==> src/rtl/core/lagged_imaging_correlator_assert.svh <==
// assertion macros for the lagged imaging correlator
// no dependencies; included by the top level
`ifndef LAGGED_IMAGING_CORRELATOR_ASSERT_SVH
`define LAGGED_IMAGING_CORRELATOR_ASSERT_SVH
`ifndef SYNTHESIS
// same-cycle implication
`define LIC_ASSERT_IMP(label, clk, rst_n, ante, cons, msg) \
	label: assert property (@(posedge clk) disable iff (!rst_n) (ante) |-> (cons)) \
		else $error(msg);
// next-cycle implication
`define LIC_ASSERT_NXT(label, clk, rst_n, ante, cons, msg) \
	label: assert property (@(posedge clk) disable iff (!rst_n) (ante) |=> (cons)) \
		else $error(msg);
`else
`define LIC_ASSERT_IMP(label, clk, rst_n, ante, cons, msg)
`define LIC_ASSERT_NXT(label, clk, rst_n, ante, cons, msg)
`endif
`endif

==> src/rtl/core/lic_pkg.sv <==
// shared types and constants of the lagged imaging correlator
// no dependencies
`timescale 1ns / 1ps
`default_nettype none
package lic_pkg;
	localparam int MAX_X       = 32;
	localparam int MAX_Y       = 32;
	localparam int MAX_Z       = 16;
	localparam int SAMPLE_BITS = 16;
	localparam int ACC_BITS    = 48;
	localparam int FRAC        = SAMPLE_BITS - 1;
	localparam int XW          = $clog2(MAX_X);
	localparam int YW          = $clog2(MAX_Y);
	localparam int ZW          = $clog2(MAX_Z);
	localparam int AW          = XW + YW + ZW;
	localparam int GRID_N      = MAX_X * MAX_Y * MAX_Z;
	localparam int WAVE_W      = 2 * SAMPLE_BITS;

	typedef enum logic [1:0] {
		OP_STORE = 2'd0,
		OP_LOAD  = 2'd1,
		OP_PASS  = 2'd2,
		OP_READ  = 2'd3
	} op_t;

	localparam logic [1:0] STAT_OK    = 2'd0;
	localparam logic [1:0] STAT_RANGE = 2'd1;
	localparam logic [1:0] STAT_SAT   = 2'd2;

	localparam logic [1:0] REG_SIZE_X = 2'd0;
	localparam logic [1:0] REG_SIZE_Y = 2'd1;
	localparam logic [1:0] REG_SIZE_Z = 2'd2;

	typedef enum logic [3:0] {
		ST_CLEAR,
		ST_IDLE,
		ST_EXEC,
		ST_RDWAIT,
		ST_P_ADDR,
		ST_P_MUL,
		ST_P_WMUL,
		ST_P_ACC,
		ST_DONE
	} state_t;

	typedef struct packed {
		logic [1:0]        opcode;
		logic signed [5:0] pos_x;
		logic signed [5:0] pos_y;
		logic signed [4:0] pos_z;
		logic signed [15:0] src_re;
		logic signed [15:0] src_im;
		logic signed [15:0] rcv_re;
		logic signed [15:0] rcv_im;
		logic signed [47:0] image_in;
		logic signed [15:0] weight_re;
		logic signed [15:0] weight_im;
	} item_t;

	typedef struct packed {
		logic signed [47:0] image_out;
		logic [1:0]         status;
	} result_t;

	typedef struct packed {
		logic clear;
		logic accept;
		logic wr_wave;
		logic wr_img;
		logic mul_a;
		logic mul_b;
		logic acc_write;
		logic push;
	} cmd_t;

	typedef struct packed {
		op_t  op;
		logic bad;
		logic empty;
		logic last_point;
		logic clear_last;
		logic out_free;
	} stat_t;
endpackage
`default_nettype wire

==> src/rtl/core/lic_ctrl.sv <==
// controller state machine of the lagged imaging correlator
// depends on lic_pkg
`timescale 1ns / 1ps
`default_nettype none
module lic_ctrl import lic_pkg::*; (
	input  wire logic  clk,
	input  wire logic  arst_n,
	input  wire logic  in_valid,
	output logic       in_ready,
	input  wire stat_t stat,
	output cmd_t       cmd
);
	state_t state_q, state_d;

	always_ff @(posedge clk or negedge arst_n) begin
		if (!arst_n) begin
			state_q <= ST_CLEAR;
		end else begin
			state_q <= state_d;
		end
	end

	always_comb begin
		state_d  = state_q;
		cmd      = '0;
		in_ready = 1'b0;
		unique case (state_q)
			ST_CLEAR: begin
				cmd.clear = 1'b1;
				if (stat.clear_last) state_d = ST_IDLE;
			end
			ST_IDLE: begin
				in_ready = 1'b1;
				if (in_valid) begin
					cmd.accept = 1'b1;
					state_d    = ST_EXEC;
				end
			end
			ST_EXEC: begin
				unique case (stat.op)
					OP_PASS: state_d = stat.empty ? ST_DONE : ST_P_ADDR;
					OP_STORE: begin
						cmd.wr_wave = !stat.bad;
						state_d     = ST_DONE;
					end
					OP_LOAD: begin
						cmd.wr_img = !stat.bad;
						state_d    = ST_DONE;
					end
					OP_READ: state_d = ST_RDWAIT;
					default: state_d = ST_DONE;
				endcase
			end
			ST_RDWAIT: state_d = ST_DONE;
			ST_P_ADDR: state_d = ST_P_MUL;
			ST_P_MUL: begin
				cmd.mul_a = 1'b1;
				state_d   = ST_P_WMUL;
			end
			ST_P_WMUL: begin
				cmd.mul_b = 1'b1;
				state_d   = ST_P_ACC;
			end
			ST_P_ACC: begin
				cmd.acc_write = 1'b1;
				state_d       = stat.last_point ? ST_DONE : ST_P_ADDR;
			end
			ST_DONE: begin
				if (stat.out_free) begin
					cmd.push = 1'b1;
					state_d  = ST_IDLE;
				end
			end
			default: state_d = ST_CLEAR;
		endcase
	end
endmodule
`default_nettype wire

==> config.mk <==
export PLATFORM = sky130hd
export DESIGN_NAME = lic_ctrl
export DESIGN_NICKNAME = d
export VERILOG_FILES = /design/src/rtl/core/lagged_imaging_correlator_assert.svh /design/src/rtl/core/lic_pkg.sv /design/src/rtl/core/lic_ctrl.sv
export SDC_FILE = /design/constraint.sdc
export NUM_CORES = 1
export LEC_CHECK = 0
export BUFFER_PORTS_ARGS = -buffer_cell sky130_fd_sc_hd__clkbuf_2
export CAP_MARGIN = 20
export CELL_PAD_IN_SITES_DETAIL_PLACEMENT = 1
export CELL_PAD_IN_SITES_GLOBAL_PLACEMENT = 1
export CORE_MARGIN = 8
export CORE_UTILIZATION = 25
export CTS_BUF_LIST = sky130_fd_sc_hd__clkbuf_8
export CTS_CLUSTER_SIZE = 25
export DETAILED_ROUTE_END_ITERATION = 10
export GPL_TIMING_DRIVEN = 0
export HOLD_SLACK_MARGIN = 0.08
export PLACE_DENSITY_LB_ADDON = 0.1
export SLEW_MARGIN = 20
export SYNTH_ARGS = -nofsm -noshare
export SYNTH_HDL_FRONTEND = slang
export SYNTH_SLANG_ARGS = --single-unit
==> constraint.sdc <==
create_clock -name clk -period 1.5 [get_ports clk]
set_input_delay 0.075 -clock clk [delete_from_list [all_inputs] [get_ports clk]]
set_output_delay 0.075 -clock clk [all_outputs]
set_load 0.05 [all_outputs]
== Yosys cells after proc, flatten, opt, wreduce, memory -nomap -nowiden ==
Cells that the tools add are included.
Storage, ports and cells
  flip-flop bits (word level): 4
  bits of input ports: 10
  logic and storage cells: 39
Cells by class
  equal/unequal tests: 14
  muxes and demuxes: 19
  reduce and logical (&&, ||, !) cells: 5
Operators by type and width (number)
  $pmux W4 S9: 1
  $mux W4: 5
  $eq A4 B3 Y1 const B: 4
  $pmux W4 S3: 1
  $mux W1: 11
  $eq A4 B2 Y1 const B: 2
  $ne A2 B2 Y1 const B: 3
  $eq A2 B2 Y1 const B: 2
  $eq A4 B1 Y1 const B: 1
  $eq A4 B4 Y1 const B: 1
  $logic_not A4 Y1: 1
  $reduce_and A3 Y1: 1
  $eq A2 B1 Y1 const B: 1
  $logic_not A2 Y1: 1
  $mux W2: 1
  $reduce_or A2 Y1: 1
  $logic_not A1 Y1: 1

== Depth between registers and ports, before layout ==
  depth after elaboration: 4
  mapped depth: 4

== Worst setup path before layout ==
Ideal clock, no wire load.
  kind: flip-flop to output port
  start point: register state_q[1]
  end point: output cmd[6] (netlist name)
  arrival time: 2912 ps
  data required time: 1425 ps
  slack: -1487 ps
  stages on the path, launching flop included: 4
  path buffers: 1
  cells stage by stage: dfrtp_1 -> buf_2 -> nor4b_1 -> and2_1
RTL lines
  from (decl): RTL line lic_ctrl.sv:13  | state_t state_q, state_d;
  from (signal assigned): RTL line lic_ctrl.sv:19  | state_q <= state_d;
  to (decl): RTL line lic_ctrl.sv:11  | output cmd_t cmd

==> flow_summary_export.csv <==
group,metric,value,unit
status,outcome,"finished, violations left",
status,violations,"negative setup slack",
clock_network,cts_tree,"done",
cells_and_area,layout_commonest_cell,"clkbuf_2",
clock_network,cts_made_buffers,3,
cells_and_area,nNetsFinal,84,
sta,slew-limit-headroom,80.4,%
floorplan,fp.dieArea,2910,um2
critical_path,required,1.42,ns
yosys,synthCells,48,
sta,finalHoldViolCount,0,
global_routing,grt_pass1_vias,476,
sta,fin_setup_tns,-0.718,ns
power,p_sw_share,48.3,%
sta,worst_pin_slew,0.291,ns
clock_network,htree_levels,1,
floorplan,ioPinCount,19,
clock_network,clk_pin_slew_worst_paths,0.03,ns
min_path,hp-class,"primary input to flop",
placement,numPortBuffers,18,
placement,post_dp_cell_area,527,um2
critical_path,critPathArrivalTime,1.78,ns
critical_path,cp-start-kind,"flop",
cells_and_area,regMostFlops,"state_q",
floorplan,num_rows,13,
yosys,yosysTopAreaCell,"dfrtp_1",
sta,fmax,538,MHz
yosys,yosys-top-cells-area,"dfrtp_1 28%, nand2b_1 8.7%, a21oi_1 6.9%, nor2_1 5.2%, nor4_1 5.2%",
cells_and_area,stdcell_area,683,um2
drt,drt_iter0_drc,3,
global_routing,overflow,0,
clock_network,clock_latency,0.22,ns
drt,viasPerCell,5.18,
yosys,synth-edff-count,0,
cells_and_area,syn_to_final_growth,89.6,%
power,p_leak,0.310,nW
global_routing,grt_max_degree,11,
power,total_power,1.47,mW
placement,dp_hpwl,947,um
clock_network,clock-root-buffer,"clkbuf_8",
cells_and_area,reg_top3,"state_q x4",
power,powerDensity,2160,nW/um2
yosys,ys_seq_elements,4,
drt,drt-total-wl,1260,um
critical_path,rrSetupSlack,0.02,ns
placement,place_ws,-0.377,ns
sta,min_period_over_period,124,%
job,drv_cap,0,
sta,finalClockSkew,0.00164,ns
global_routing,grt_pass1_wl,2020,um
floorplan,die_w,54.0,um
critical_path,path_class,"flop to output port",
critical_path,cp_slowest_cell,"or4b_4",
critical_path,cpPeakStageDelay,0.54,ns
yosys,synth-main-ff-cell,"dfrtp_1",
critical_path,cp-end-kind,"output port",
clock_network,clockBufferDepth,2,
floorplan,initial_core_util,27.4,%
sta,slew_violations,0,
power,p_clk_share,15.5,%
yosys,syn_avg_cell_area,7.51,um2
power,internal_power,0.762,mW
placement,dp_cells,81,
sta,setup_ws,-0.359,ns
floorplan,coreArea,1320,um2
cells_and_area,fill_cells,154,
yosys,syn_area,360,um2
yosys,synth.distinct_cells,24,
yosys,synth_nets,58,
floorplan,fp.dieH,54.0,um
sta,rsz0062_at_grt,"true",
sta,setup_violations,2,
critical_path,crit_chain,"or4b_4, or3_4, nor2_4, buf_8",
sta,period_needed,1.86,ns
critical_path,cp_max_fo,2,
clock_network,cts.sinks,4,
cells_and_area,seqCellArea,101,um2
drt,routedWlPerCell,14.5,um
power,combPwrFrac,71.1,%
yosys,synth.top_cell.area_share,27.8,%
drt,dr.pass1.iters,4,
placement,routabilityCongestion,0.754,
yosys,synth_seq_area_share,27.8,%
cells_and_area,multiInputGateArea,299,um2
yosys,yosys_warnings,0,
critical_path,cp_top_family,"simple AND/OR/NAND/NOR gates",
global_routing,antenna_found_initial,0,
cells_and_area,antenna_cells,0,
yosys,synthArstFlopShare,100,%
cells_and_area,final_layout_size_suffix_gt1_share,51.4,%
critical_path,crit_buf_inv,1,
cells_and_area,largest_reg_flops,4,
power,p_seq_share,13.4,%
cells_and_area,finalNonFillerCells,87,
drt,dr_total_vias,451,
power,switchingPower,0.713,mW
drt,final_antenna_net_count,0,
global_routing,track_usage,9.63,%
power,peakVddDrop,1.32,mV
cells_and_area,final_cell_mix,"9 x clkbuf_2, 5 x buf_4, 5 x nand2b_1, 5 x a21oi_1",
drt,remaining_drc_errors,0,
==> cell families after synthesis <==
| kind of cell | count (synthesis) | synth area share, % |
|---|---|---|
| AOI/OAI and AO/OA | 11 | 19.8 |
| and+or+nand+nor | 26 | 42.7 |
| buffers and inverters | 7 | 9.72 |
| DFF | 4 | 27.8 |
==> layer usage <==
| layer | part of all wire [%] | vias to the layer above | routed length, um | track usage, % |
|---|---|---|---|---|
| li1 | - | 219 | - | - |
| met1 | 38 | 212 | 482 | 9.77 |
| met2 | 50 | 15 | 626 | 16.4 |
| met3 | 8.5 | 5 | 107 | 2.48 |
| met4 | 3.3 | 0 | 41 | 7.56 |
| met5 | 0 | - | 0 | 0 |
==> cells in the mapped netlist (2+ instances only) <==
master    count
inv_1         4
or3_1         2
dfrtp_1       4
nand2_1       4
nand2b_1      5
nor2_1        5
a21oi_1       5
nor4_1        3
==> tightest hold or removal path, cell delays in order <==
cell and delay (ns):
clkbuf_2 0.09, nand2_1 0.04, nand2_1 0.05, a21oi_1 0.06
==> power by group through the flow <==
stage               Clock [mW]  Combinational [mW]  Sequential (mW)
detailed placement           0               0.849            0.226
CTS                      0.228               0.935            0.230
finish                   0.229                1.05            0.198
floorplan                    0               0.677            0.209
global placement             0               0.848            0.224
global route             0.242                1.13            0.203
==> final cells by class <==
class | count | area share (%)
multi-input combinational | 37 | 43.8
timing repair buffer | 22 | 27.7
sequential | 4 | 14.8
clock buffer | 3 | 6.04
buffer | 2 | 2.75
tap | 15 | 2.75
inverter | 4 | 2.20
==> timing repair <==
action / 4_1_cts / 5_1_grt
gates resized for setup: 17 / 18
pin swaps: 3 / 4
endpoints found under the hold margin: 4 / 0
hold buffers: 1 / 0
endpoints found under the setup margin: 9 / 10
setup buffers: 1 / 2
==> metrics by stage <==
step | hold slack (ns) | util [%]
2_1_floorplan | -0.221 | -
3_3_place_gp | -0.119 | 40.0
3_5_place_dp | -0.117 | 40.0
4_1_cts | 0.164 | 49.3
5_1_grt | 0.168 | 51.9
6_report | 0.142 | 51.9
==> worst paths after layout <==
path / start / cells after the start / end
min in group asynchronous: arst_n / 2 / state_q[1]
max: state_q[2] / 4 / cmd[5]
min: stat[2] / 4 / state_q[2]
max in group asynchronous: arst_n / 2 / state_q[3]
max reg2reg: state_q[2] / 4 / state_q[0]
min reg2reg: state_q[3] / 2 / state_q[2]
No activity file was read; power rests on OpenSTA's default activity.
